[src/rtl/core/rsd_div.sv]
// ----------------------------------------------------------------------------
// rsd_div
// restoring unsigned divider, one quotient bit per cycle
// ----------------------------------------------------------------------------
`timescale 1ns / 1ps
`default_nettype none

module rsd_div #(
  parameter int unsigned NW = 74,
  parameter int unsigned DW = 9
) (
  input  wire logic          clk_i,
  input  wire logic          rst_ni,
  input  wire logic          start_i,
  input  wire logic [NW-1:0] dividend_i,
  input  wire logic [DW-1:0] divisor_i,
  output logic               done_o,
  output logic      [NW-1:0] quotient_o
);

  localparam int unsigned CNTW = $clog2(NW + 1);

  logic [NW-1:0]   quo_q, quo_d;
  logic [DW-1:0]   rem_q, rem_d;
  logic [DW-1:0]   dvs_q;
  logic [CNTW-1:0] cnt_q, cnt_d;
  logic            busy_q, busy_d;
  logic            done_q, done_d;
  logic [DW:0]     rem_sh;
  logic [DW:0]     rem_sub;
  logic            fits;

  always_comb begin
    rem_sh  = {rem_q, quo_q[NW-1]};
    rem_sub = rem_sh - {1'b0, dvs_q};
    fits    = (rem_sh >= {1'b0, dvs_q});
    quo_d   = quo_q;
    rem_d   = rem_q;
    cnt_d   = cnt_q;
    busy_d  = busy_q;
    done_d  = 1'b0;
    if (start_i) begin
      quo_d  = dividend_i;
      rem_d  = '0;
      cnt_d  = '0;
      busy_d = 1'b1;
    end else if (busy_q) begin
      quo_d = {quo_q[NW-2:0], fits};
      rem_d = fits ? rem_sub[DW-1:0] : rem_sh[DW-1:0];
      cnt_d = cnt_q + 1'b1;
      if (cnt_q == CNTW'(NW - 1)) begin
        busy_d = 1'b0;
        done_d = 1'b1;
      end
    end
  end

  always_ff @(posedge clk_i or negedge rst_ni) begin
    if (!rst_ni) begin
      busy_q <= 1'b0;
      done_q <= 1'b0;
      cnt_q  <= '0;
    end else begin
      busy_q <= busy_d;
      done_q <= done_d;
      cnt_q  <= cnt_d;
    end
  end

  always_ff @(posedge clk_i) begin
    quo_q <= quo_d;
    rem_q <= rem_d;
    if (start_i) begin
      dvs_q <= divisor_i;
    end
  end

  assign done_o     = done_q;
  assign quotient_o = quo_q;

endmodule

`default_nettype wire

[config.mk]
export PLATFORM = sky130hd
export DESIGN_NAME = rsd_div
export DESIGN_NICKNAME = d
export VERILOG_FILES = /design/src/rtl/core/rsd_div.sv
export SDC_FILE = /design/constraint.sdc
export NUM_CORES = 1
export LEC_CHECK = 0
export BUFFER_PORTS_ARGS = -buffer_cell sky130_fd_sc_hd__buf_2
export CAP_MARGIN = 20
export CORE_MARGIN = 1
export CORE_UTILIZATION = 37
export CTS_CLUSTER_DIAMETER = 100
export DETAILED_ROUTE_END_ITERATION = 16
export PLACE_DENSITY = 0.62
export SLEW_MARGIN = 5
export SYNTH_ARGS = -nofsm -noshare
export SYNTH_HDL_FRONTEND = slang
export SYNTH_SLANG_ARGS = --single-unit
[constraint.sdc]
create_clock -name clk_i -period 3.4 [get_ports clk_i]
set_input_delay 0.51 -clock clk_i [delete_from_list [all_inputs] [get_ports clk_i]]
set_output_delay 0.51 -clock clk_i [all_outputs]
set_load 0.01 [all_outputs]
**After elaboration in Yosys (flattened, before gate mapping)**

Cells that the tools add are included.

- Output and inout port bits: 75
- Input bits: 86
- Register bits after elaboration: 101
- Word-level logic and storage cells: 22

- Mux-type cells: 11
- $lt $le $gt $ge: 1
- Add/sub/neg operators: 2
- Equality and inequality tests: 1
- Reduce and logical (&&, ||, !) cells: 1

Operator list:

| operator | number |
|---|---|
| $mux W74 | 2 |
| $mux W7 | 2 |
| $ge A10 B9 Y1 | 1 |
| $mux W9 | 1 |
| $sub A9 B9 Y9 | 1 |
| $add A7 B1 Y7 const B | 1 |
| $eq A7 B7 Y1 const B | 1 |
| $mux W1 | 6 |
| $reduce_bool A2 Y1 | 1 |

**Depth between registers and ports, before layout**

Gate-level depths: netlist (run 1).

- Depth in word-level cells: 4
- Mapped depth: 10

**Least setup slack after synthesis (run 1)**

No wires, ideal clock.

- Kind: register to register
- From: reg quo_q[73] (netlist: quotient_o[73])
- To: reg quo_q[0] (netlist: quotient_o[0]) (data pin)
- Arrival: 2.266 ns
- Setup slack: 0.874 ns
- Stages on the path, launching flop included: 11
- Setup time: 0.260 ns
- Buffers on the path: 1
- Path through: edfxtp_1 > inv_1 > ha_1 > inv_1 > fa_1 > a211oi_2 > o31ai_2 > a211oi_4 > buf_6 > inv_1 > mux2_2

- Longest elaborated chain between the ends: 3

RTL lines:

| what | RTL line | text |
|---|---|---|
| start: declaration | 23 | `logic [NW-1:0] quo_q, quo_d;` |
| start signal: assignment | 71 | `quo_q <= quo_d;` |
| $ge A10 B9 Y1 | 36 | `fits = (rem_sh >= {1'b0, dvs_q});` |
| $mux W74 | 47 | `end else if (busy_q) begin` |
| $mux W74 | 42 | `if (start_i) begin` |
| net quo_d[0] | 23 |  |

The timed path passes the listed nets, and every way through them passes these cells. The select of a mux whose other input is x is not followed.
A chain may end at the register's enable or synchronous reset.

**Worst setup path in the final report (run 1)**

- From: reg quo_q[73] (netlist: quotient_o[73])
- To: reg rem_q[3]

- Longest elaborated chain between the ends: 2
- Elaborated cells between the ends (all ways): 3

RTL lines:

| what | RTL line | text |
|---|---|---|
| $sub A9 B9 Y9 or $ge A10 B9 Y1 (tied branches) | 35, 36 |  |
| $mux W9 (*) | 49 | `rem_d = fits ? rem_sub[DW-1:0] : rem_sh[DW-1:0];` |
| end signal: assignment | 72 | `rem_q <= rem_d;` |
| end: declaration | 24 | `logic [DW-1:0] rem_q, rem_d;` |

Mark *: on every way between the ends. The rest lies on a longest branch, timed or not.

==> results of run 1 <==
==> logic make-up (layout without fill, tap and decap cells) <==
| group | Yosys count | count (layout) | synth area share [%] |
|---|---|---|---|
| buffers and inverters | 28 | 193 | 2.587 |
| XOR/XNOR | 10 | 10 | 1.886 |
| AO/OA/AOI/OAI | 32 | 32 | 5.471 |
| multiplexers | 78 | 78 | 18.81 |
| adder cells (fa/ha/maj) | 12 | 12 | 3.395 |
| AND/OR/NAND/NOR | 47 | 47 | 5.444 |
| flip-flops | 101 | 101 | 62.41 |
==> registers in the layout, summed over array words and instances (netlist names) <==
register    cells
quotient_o     74
rem_q           9
cnt_q           7
busy_q          1
done_o          1
dvs_q           9
==> layout make-up <==
class,count,area [µm²]
repair buffers,164,858.3
clock buffers,13,250.2
multi-input cells,179,1628
inverters,13,48.80
clock inverters,3,21.27
flip-flops and latches,101,2898
well taps,168,210.2
fillers,1136,6197
==> metal layers <==
layer | global-route usage, % | wire length (µm) | vias up
met4 | 6.494 | 156 | 0
li1 | - | - | 1491
met3 | 4.676 | 717 | 11
met5 | 0 | 0 | -
met2 | 21.90 | 4129 | 115
met1 | 19.31 | 4124 | 1435
==> through the flow <==
step / power [µW] / std cells / cell area [µm²] / util (%)
detailed placement: 2457 / 625 / 5643 / 46.59
finish: 3376 / 641 / 5914 / 48.83
global placement: 2437 / 625 / 5643 / 46.59
CTS: 3415 / 641 / 5914 / 48.83
floorplan: 2208 / 308 / 4643 / -
global route: 3562 / 641 / 5914 / 48.83
==> worst max path at each step <==
stage | end | slack (ns) | cells after the start | from
floorplan | quotient_o[0] | 0.87 | 10 | quotient_o[73]
global placement | rem_q[6] | 0.98 | 10 | quotient_o[73]
detailed placement | rem_q[3] | 0.89 | 10 | quotient_o[73]
CTS | rem_q[3] | 0.87 | 10 | quotient_o[73]
global route | rem_q[1] | 0.70 | 10 | quotient_o[73]
finish | rem_q[3] | 0.89 | 10 | quotient_o[73]
==> power by group <==
part	switching (µW)	internal, µW
Clock	429	519
Combinational	404	415
Sequential	93.4	1520
Total	926	2450
==> cell usage in the layout (no fill, tap or decap), drive strengths merged, types with 6 or more instances in the layout <==
cell and count:
buf 164, edfxtp 83, mux2 74, nor2 16, inv 14, clkbuf 13, ha 11, dfrtp 9
dfxtp 9, nand2 7, a211oi 7, xor2 6
==> metrics.md, run 1 <==
| Metric | Value |
|---|---|
| Longest Clk Path Bufs | `2` |
| CTS tree | `done` |
| Chip Height | `114.0 µm` |
| RSZ-0062 raised after global routing | `no` |
| Num CTS Buffers | `9` |
| Largest net degree at the start of global routing | `104` |
| Syn Area/Cell | `15.08 µm²` |
| Die X | `114.0 µm` |
| Post-synth EDFFs | `83` |
| Max Cap Viol | `0` |
| Hold Buf Count CTS | `0` |
| Port Buf Inserts | `160` |
| Core box area | `12110 µm²` |
| Cell Area, Synth | `4643 µm²` |
| Synthesized Nets | `406` |
| CP Buf/Inv Count | `3` |
| Clock slew seen by the registers of the worst setup and hold paths | `0.07 ns` |
| Antenna violations before repair | `0` |
| Pre-CTS setup slack | `0.8869 ns` |
| Largest fanout on the critical path | `12` |
| Critical path type | `register to register` |
| First-pass GRT wire length | `14.52 mm` |
| Clock skew | `0.006996 ns` |
| Synth top area share | `53.68%` |
| Die area | `13000 µm²` |
| Worst slew pin tran | `0.5309 ns` |
| R2r setup slk | `0.89 ns` |
| Pwr Density | `570.8 nW/µm²` |
| Yosys cell types | `45` |
| Hold Vio Cnt, Final | `0` |
| I/O pins | `161` |
| Reg2Reg Depth | `10` |
| Tcrit/Tclk final | `73.73%` |
| Grt total ovfl | `0` |
| Seq/Total Area, Yosys | `62.41%` |
| CP max stage delay | `0.42 ns` |
| Hold WS | `0.01611 ns` |
| Synth async-reset ratio | `8.911%` |
| Synth-to-layout area growth | `27.38%` |
| Final wirelength | `9.128 mm` |
| CTS root buffer | `clkbuf_16` |
| Drt first pass iters | `4` |
| RR Startpoint | `quotient_o[73]` |
| WP data required | `3.60 ns` |
| Min setup slack post-route | `0.8933 ns` |
| Main flop type after synthesis | `edfxtp_1` |
| Cell taking the most area after synthesis | `edfxtp_1` |
| Slowest cell on the critical path | `edfxtp_1` |
| Gate Count Post-Synth | `308` |
| Clk sinks | `101` |
| Post-DP HPWL | `6.395 mm` |
| Yosys warns | `0` |
| Count leader, synth | `edfxtp_1` |
| FF+latch count, synth | `101` |
| Worst Hold Class | `input pin to async pin` |
| Proportion of layout cells with a drive suffix above 1 | `55.81%` |
| Final max-slew violation count | `0` |
| Total GRT Usage | `14.59%` |
| Most frequent cells after synthesis | `83 x edfxtp_1, 74 x mux2_2, 16 x nor2_1` |
| ANT nets after route | `0` |
| VDD IR max | `0.0003227 V` |
| Drt wl/cell | `14.24 µm` |
| Fmax | `398.9 MHz` |
| FF-to-FF End | `rem_q[3]` |
| Cell Chain, Critical Path | `inv_1 -> ha_1 -> inv_1 -> fa_1 -> a211oi_2 -> o31ai_2 -> a211oi_4 -> buf_4 -> mux2i_1 -> a211oi_1` |
| Gpl congestion | `0.7749` |
| Status | `finished, final reports clean` |
| Delay-heaviest family, CP | `compound AO/OA/AOI/OAI gates` |
| Post-route minimum period | `2.507 ns` |
| Post-cts sizing count | `0` |
| Final setup violating endpoints | `0` |
| Std-Cell Rows | `40` |
| Final net count | `566` |
| DRC | `0` |
| Normalized max-slew margin | `64.61%` |
| Setup TNS | `0 ns` |
| Main area contributors after synthesis | `edfxtp_1 54%, mux2_2 18%, dfrtp_1 4.9%` |
| Crit start category | `register` |
| Vias post-DR | `3052` |
| Vias in the first global route | `2998` |
| LEAKAGE | `0.002561 µW` |
| Starting density of the core | `38.34%` |
| Worst-skew pair later-pin latency | `0.34 ns` |
| Post-CTS Repair Setup Buffers | `0` |
| Worst Setup End Kind | `register` |
| Detailed Route Iter0 Violations | `150` |
| Arr. time, crit path | `2.71 ns` |
| N_diodes | `0` |
| CTS H-tree depth | `3` |
| Most used cell, CP | `inv_1` |
| Vias per cell | `4.761` |
No activity file was read; power rests on OpenSTA's default activity.
==> run 2, diff against run 1 <==
--- a/config.mk
+++ b/config.mk
@@ -5,6 +5,7 @@
 export SDC_FILE = /design/constraint.sdc
 export NUM_CORES = 1
 export LEC_CHECK = 0
+export ABC_AREA = 1
 export BUFFER_PORTS_ARGS = -buffer_cell sky130_fd_sc_hd__buf_2
 export CAP_MARGIN = 20
 export CORE_MARGIN = 1
==> constraint.sdc (replaced) <==
create_clock -name clk_i -period 2.6 [get_ports clk_i]
set_input_delay 0.39 -clock clk_i [delete_from_list [all_inputs] [get_ports clk_i]]
set_output_delay 0.39 -clock clk_i [all_outputs]
set_load 0.01 [all_outputs]
==> metrics.md, run 2 <==
| Metric | Value |
|---|---|
| Synth-to-layout area growth | `26.22% (was 27.38%)` |
| Placed Cells | `842 (was 625)` |
| FF+latch count, synth | `101 (unchanged)` |
| Synth async-reset ratio | `8.911% (unchanged)` |
| Starting density of the core | `38.64% (was 38.34%)` |
| Main area contributors after synthesis | `edfxtp_1 53%, nand2_1 22%, dfrtp_1 4.8% (was edfxtp_1 54%, mux2_2 18%, dfrtp_1 4.9%)` |
| Clock slew seen by the registers of the worst setup and hold paths | `0.06 ns (was 0.07 ns)` |
| Met2 Use GR | `29.00% (was 21.90%)` |
| CTS H-tree depth | `3 (unchanged)` |
| Drt first pass iters | `5 (was 4)` |
| Seq/Total Area, Yosys | `61.16% (was 62.41%)` |
| Syn Area/Cell | `9.008 µm² (was 15.08 µm²)` |
| Hold Vio Cnt, Final | `0 (unchanged)` |
| Die area | `13260 µm² (was 13000 µm²)` |
| Clock power frac | `27.1% (was 28.1%)` |
| Proportion of layout cells with a drive suffix above 1 | `27.21% (was 55.81%)` |
| CTS tree | `done (unchanged)` |
| Highest-count cells in the layout ignoring fill and taps | `278 x nand2_1, 160 x buf_2, 83 x edfxtp_1 (was 159 x buf_2, 83 x edfxtp_1, 74 x mux2_2)` |
| Internal Power | `3106 µW (was 2450 µW)` |
| RSZ-0062 raised after global routing | `no (unchanged)` |
| CTS root buffer | `clkbuf_16 (unchanged)` |
| Vias in the first global route | `3744 (was 2998)` |
| DRC | `0 (unchanged)` |
| Worst Hold Class | `input pin to register (was input pin to async pin)` |
| Max reg flops | `74 (unchanged)` |
| Std-Cell Rows | `40 (unchanged)` |
| Largest fanout on the critical path | `12 (unchanged)` |
| Reg power frac | `46.5% (was 47.7%)` |
| Final setup violating endpoints | `0 (unchanged)` |
| Largest net degree at the start of global routing | `58 (was 104)` |
| Final net count | `784 (was 566)` |
| Switching portion of total power | `31.71% (was 27.44%)` |
| Cell Area, Synth | `4738 µm² (was 4643 µm²)` |
| M1 GR Usage | `22.78% (was 19.31%)` |
| Post-Layout Cell Count | `859 (was 641)` |
| Chip Height | `115.2 µm (was 114.0 µm)` |
| Placed Area | `5709 µm² (was 5643 µm²)` |
| Gpl congestion | `0.8397 (was 0.7749)` |
| Post-synth EDFFs | `83 (unchanged)` |
| Normalized max-slew margin | `59.96% (was 64.61%)` |
| Vias post-DR | `3968 (was 3052)` |
| Worst-skew pair later-pin latency | `0.35 ns (was 0.34 ns)` |
| VDD IR max | `0.0004388 V (was 0.0003227 V)` |
| Clk sinks | `101 (unchanged)` |
| Design area | `5981 µm² (was 5914 µm²)` |
| Yosys cell types | `25 (was 45)` |
| Arr. time, crit path | `2.59 ns (was 2.71 ns)` |
| Grt total ovfl | `0 (unchanged)` |
| ANT nets after route | `0 (unchanged)` |
| Detailed Route Iter0 Violations | `196 (was 150)` |
| Port Buf Inserts | `160 (unchanged)` |
| WP data required | `2.89 ns (was 3.60 ns)` |
| Sw power | `1442 µW (was 926.4 µW)` |
| Post-cts sizing count | `0 (unchanged)` |
| Comb pwr share | `26.4% (was 24.3%)` |
| Worst Setup End Kind | `register (unchanged)` |
| Gate Count Post-Synth | `526 (was 308)` |
| Synthesized Nets | `624 (was 406)` |
| LEAKAGE | `0.003102 µW (was 0.002561 µW)` |
| M3 GR Usage | `7.327% (was 4.676%)` |
| Longest Clk Path Bufs | `2 (unchanged)` |
| Pwr Density | `760.4 nW/µm² (was 570.8 nW/µm²)` |
| Final wirelength | `11.39 mm (was 9.128 mm)` |
| I/O pins | `161 (unchanged)` |
| Fmax | `435.0 MHz (was 398.9 MHz)` |
| Clock skew | `0.007632 ns (was 0.006996 ns)` |
| Main flop type after synthesis | `edfxtp_1 (unchanged)` |
| Core box area | `12260 µm² (was 12110 µm²)` |
| Status | `finished, final reports clean (unchanged)` |
| Antenna violations before repair | `0 (unchanged)` |
| Most frequent cells after synthesis | `278 x nand2_1, 83 x edfxtp_1, 41 x inv_1 (was 83 x edfxtp_1, 74 x mux2_2, 16 x nor2_1)` |
| Num CTS Buffers | `9 (unchanged)` |
| N_diodes | `0 (unchanged)` |
| Most common cell after layout, fill and taps aside | `nand2_1 (was buf_2)` |
| Final max-slew violation count | `0 (unchanged)` |
| Die X | `115.2 µm (was 114.0 µm)` |
| Drt wl/cell | `13.26 µm (was 14.24 µm)` |
| Worst slew pin tran | `0.6006 ns (was 0.5309 ns)` |
| Post-route minimum period | `2.299 ns (was 2.507 ns)` |
| Count leader, synth | `nand2_1 (was edfxtp_1)` |
| Top Usage Layer GRT | `met2 (unchanged)` |
| Vias per cell | `4.619 (was 4.761)` |
| Post-DP HPWL | `8.137 mm (was 6.395 mm)` |
| Cell taking the most area after synthesis | `edfxtp_1 (unchanged)` |
| Yosys warns | `0 (unchanged)` |
| Crit start category | `register (unchanged)` |
| Critical path type | `register to register (unchanged)` |
| Synth top area share | `52.60% (was 53.68%)` |
| First-pass GRT wire length | `18.39 mm (was 14.52 mm)` |
| Total GRT Usage | `18.12% (was 14.59%)` |
| Max Cap Viol | `0 (unchanged)` |
| Final Power | `4548 µW (was 3376 µW)` |
| Tcrit/Tclk final | `88.42% (was 73.73%)` |
| Setup TNS | `0 ns (unchanged)` |
[run 2: changes by cell type after synthesis, sizes merged, moves of 5 or more]
cell,previous run,this run
a211oi,7,0
mux2,74,0
inv,13,42
clkbuf,4,9
nand3,2,24
nand2,7,280
[run 2: path summary, 6_finish.rpt]
path	from	cells past startpoint	slack, ns	to
min	divisor_i[0]	1	0.22	dvs_q[0]
min in group asynchronous	rst_ni	2	0.42	cnt_q[4]
max reg2reg	quotient_o[73]	13	0.30	rem_q[7]
min reg2reg	rem_q[8]	2	0.48	rem_q[8]
max in group asynchronous	rst_ni	2	2.00	cnt_q[3]
max	quotient_o[73]	13	0.30	rem_q[7]
[run 2: cell families (layout without fill, tap and decap cells)]
family          after synthesis  after routing  synth area share [%]
simple gates                332            332                 27.75
compound gates               17             17                 1.848
fa+ha+maj                    12             12                 3.327
xor+xnor                      3              3                0.5546
flops                       101            101                 61.16
buf+inv                      61            226                 5.360
[run 2: power groups by stage]
stage                     combinational, µW  sequential, µW  clock [µW]
after detailed placement               1200            2150           0
after global placement                 1170            2140           0
after CTS                              1210            2120        1270
after floorplan                         810            2180           0
after global routing                   1390            2150        1320
final                                  1200            2120        1230
[run 2: what timing repair did]
item                      4_1_cts  5_1_grt
hold endpoints to repair        9        0
buffers inserted                0        0
hold buffers                    1        0
[run 2: routing by layer]
metal,part of all wire (%),vias to the layer above
met1,43,1802
met4,1.1,0
met5,0,-
met3,9.4,11
li1,-,1994
met2,47,161
[run 2: critical path, cell delays in order, from the launching register on]
cell,delay [ns]
edfxtp_1,0.38
inv_1,0.08
ha_1,0.14
inv_1,0.06
fa_1,0.40
nand2_1,0.08
nand2_1,0.09
nand3_1,0.10
nand2_1,0.07
nand2_1,0.33
nand2_2,0.23
nand3_1,0.14
nand3_1,0.08
nand2_1,0.08
[run 2: cell type report]
class	instances	area (µm²)
clock inverters	4	25.02
multi-input cells	364	1587
clock buffers	12	236.5
fillers	1192	6281
well taps	168	210.2
flip-flops and latches	101	2898
inverters	42	161.4
repair buffers	168	863.3
[run 2: per-stage QoR]
stage	util, %	worst slack [ns]	hold slack, ns
after CTS	48.78	0.3150	0.2016
after detailed placement	46.56	0.3327	0.2518
after floorplan	-	0.04569	0.09441
after global placement	46.56	0.4317	0.2475
after global routing	48.78	0.03890	0.1992
final	48.78	0.3011	0.2187
==> run 3, diff against run 2 <==
--- a/config.mk
+++ b/config.mk
@@ -5,7 +5,6 @@
 export SDC_FILE = /design/constraint.sdc
 export NUM_CORES = 1
 export LEC_CHECK = 0
-export ABC_AREA = 1
 export BUFFER_PORTS_ARGS = -buffer_cell sky130_fd_sc_hd__buf_2
 export CAP_MARGIN = 20
 export CORE_MARGIN = 1
==> metrics.md, run 3 (same netlist as run 1, synthesis figures left out) <==
| Metric | Value |
|---|---|
| Setup TNS | `0 ns (unchanged)` |
| Die X | `114.0 µm (was 115.2 µm)` |
| Final max-slew violation count | `0 (unchanged)` |
| CTS tree | `done (unchanged)` |
| Core box area | `12110 µm² (was 12260 µm²)` |
| Tcrit/Tclk final | `92.46% (was 88.42%)` |
| Placed Cells | `628 (was 842)` |
| Final wirelength | `9.145 mm (was 11.39 mm)` |
| Pwr Density | `755.6 nW/µm² (was 760.4 nW/µm²)` |
| Top Usage Layer GRT | `met2 (unchanged)` |
| Max reg flops | `74 (unchanged)` |
| Std-Cell Rows | `40 (unchanged)` |
| CTS root buffer | `clkbuf_16 (unchanged)` |
| Crit start category | `register (unchanged)` |
| Grt total ovfl | `0 (unchanged)` |
| RSZ-0062 raised after global routing | `no (unchanged)` |
| Antenna violations before repair | `1 (was 0)` |
| Worst slew pin tran | `0.5070 ns (was 0.6006 ns)` |
| Vias in the first global route | `2998 (was 3744)` |
| Drt wl/cell | `14.16 µm (was 13.26 µm)` |
| Highest-count cells in the layout ignoring fill and taps | `159 x buf_2, 83 x edfxtp_1, 74 x mux2_2 (was 278 x nand2_1, 160 x buf_2, 83 x edfxtp_1)` |
| Worst Hold Class | `input pin to register (unchanged)` |
| Worst-skew pair later-pin latency | `0.34 ns (was 0.35 ns)` |
| Post-CTS Repair Setup Buffers | `0 (unchanged)` |
| Total GRT Usage | `14.19% (was 18.12%)` |
| Clk sinks | `101 (unchanged)` |
| Met2 Use GR | `21.62% (was 29.00%)` |
| First-pass GRT wire length | `14.25 mm (was 18.39 mm)` |
| M1 GR Usage | `18.20% (was 22.78%)` |
| Final setup violating endpoints | `0 (unchanged)` |
| Fmax | `416.0 MHz (was 435.0 MHz)` |
| Worst Setup End Kind | `register (unchanged)` |
| Port Buf Inserts | `160 (unchanged)` |
| I/O pins | `161 (unchanged)` |
| Clock slew seen by the registers of the worst setup and hold paths | `0.07 ns (was 0.06 ns)` |
| Post-DP HPWL | `6.605 mm (was 8.137 mm)` |
| Largest net degree at the start of global routing | `40 (was 58)` |
| Max Cap Viol | `0 (unchanged)` |
| CTS H-tree depth | `3 (unchanged)` |
| Die area | `13000 µm² (was 13260 µm²)` |
| Most common cell after layout, fill and taps aside | `buf_2 (was nand2_1)` |
| M3 GR Usage | `5.048% (was 7.327%)` |
| Chip Height | `114.0 µm (was 115.2 µm)` |
| Gpl congestion | `0.7910 (was 0.8397)` |
| Longest Clk Path Bufs | `2 (unchanged)` |
| DRC | `0 (unchanged)` |
| Status | `finished, final reports clean (unchanged)` |
| Proportion of layout cells with a drive suffix above 1 | `56.18% (was 27.21%)` |
| Starting density of the core | `38.34% (was 38.64%)` |
| Normalized max-slew margin | `66.20% (was 59.96%)` |
| Arr. time, crit path | `2.60 ns (was 2.59 ns)` |
| Final net count | `570 (was 784)` |
| VDD IR max | `0.0004083 V (was 0.0004388 V)` |
| LEAKAGE | `0.002589 µW (was 0.003102 µW)` |
| WP data required | `2.80 ns (was 2.89 ns)` |
| Largest fanout on the critical path | `10 (was 12)` |
| Num CTS Buffers | `9 (unchanged)` |
| Hold Vio Cnt, Final | `0 (unchanged)` |
| Drt first pass iters | `4 (was 5)` |
| Vias post-DR | `3066 (was 3968)` |
| Critical path type | `register to register (unchanged)` |
| ANT nets after route | `0 (unchanged)` |
| Post-route minimum period | `2.404 ns (was 2.299 ns)` |
| Post-Layout Cell Count | `646 (was 859)` |
| Detailed Route Iter0 Violations | `121 (was 196)` |
| Clock skew | `0.005656 ns (was 0.007632 ns)` |
| Synth-to-layout area growth | `28.59% (was 26.22%)` |
| Vias per cell | `4.746 (was 4.619)` |
## run 3: changes by cell type in the layout (fill, tap and decap cells not counted), moves of 4 or more
cell	previous run	this run
nor2_2	4	0
nand3_1	24	2
inv_1	40	13
a21o_1	0	4
mux2_2	0	74
xor2_1	2	6
a211oi_1	0	5
mux2i_1	0	4
nand3b_1	4	0
nand2_1	278	7
nand4_1	0	4
## run 3: layer usage
| layer | vias up | part of all wire (%) |
|---|---|---|
| met5 | - | 0 |
| met4 | 0 | 1.5 |
| met3 | 11 | 8.2 |
| met2 | 118 | 45 |
| met1 | 1437 | 45 |
| li1 | 1500 | - |
## run 3: path summary, 6_finish.rpt
path                            slack (ns)            from  depth (start not counted)        to
worst min register to register        0.51        rem_q[7]                          2  rem_q[7]
max in group asynchronous             1.97          rst_ni                          2  cnt_q[4]
min in group asynchronous             0.44          rst_ni                          2  cnt_q[1]
worst min-delay path                  0.23    divisor_i[0]                          1  dvs_q[0]
worst max register to register        0.20  quotient_o[73]                         10  rem_q[6]
worst max-delay path                  0.20  quotient_o[73]                         10  rem_q[6]
## run 3: worst max-delay path, stage by stage (launching register included)
cell	delay [ns]
edfxtp_1	0.41
inv_1	0.08
ha_1	0.16
inv_1	0.05
fa_1	0.40
a211oi_2	0.25
o31ai_2	0.14
a211oi_4	0.30
buf_6	0.18
mux2i_1	0.20
a211oi_1	0.09
## run 3: final cells by class
class | count | area, µm²
fill | 1132 | 6141
tap | 168 | 210.2
clock buffer | 9 | 225.2
multi-input combinational | 179 | 1628
timing repair buffer | 168 | 894.6
antenna | 1 | 2.502
inverter | 13 | 48.80
sequential | 101 | 2898
clock inverter | 7 | 63.81
## run 3: power by group
part / leakage (µW) / internal, µW / switching (µW)
clock network: 0.000141 / 740 / 574
logic: 0.00138 / 567 / 528
registers: 0.00106 / 1980 / 121
total: 0.00259 / 3290 / 1220
## run 3: stage by stage
step | total power, µW | cell area [µm²] | util, % | worst slack, ns | hold WS (ns)
global route | 4765 | 5968 | 49.28 | 0.02733 | 0.2067
detailed placement | 3228 | 5665 | 46.78 | 0.1261 | 0.2573
floorplan | 2887 | 4643 | - | 0.07383 | 0.09441
global placement | 3207 | 5665 | 46.78 | 0.2117 | 0.2550
CTS | 4569 | 5964 | 49.25 | 0.1150 | 0.2066
finish | 4511 | 5971 | 49.30 | 0.1960 | 0.2262
## run 3: repair_timing
action	4_1_cts	5_1_grt
setup endpoints to repair	0	4
resized for setup	0	1
hold endpoints to repair	9	0
hold buffers	1	0
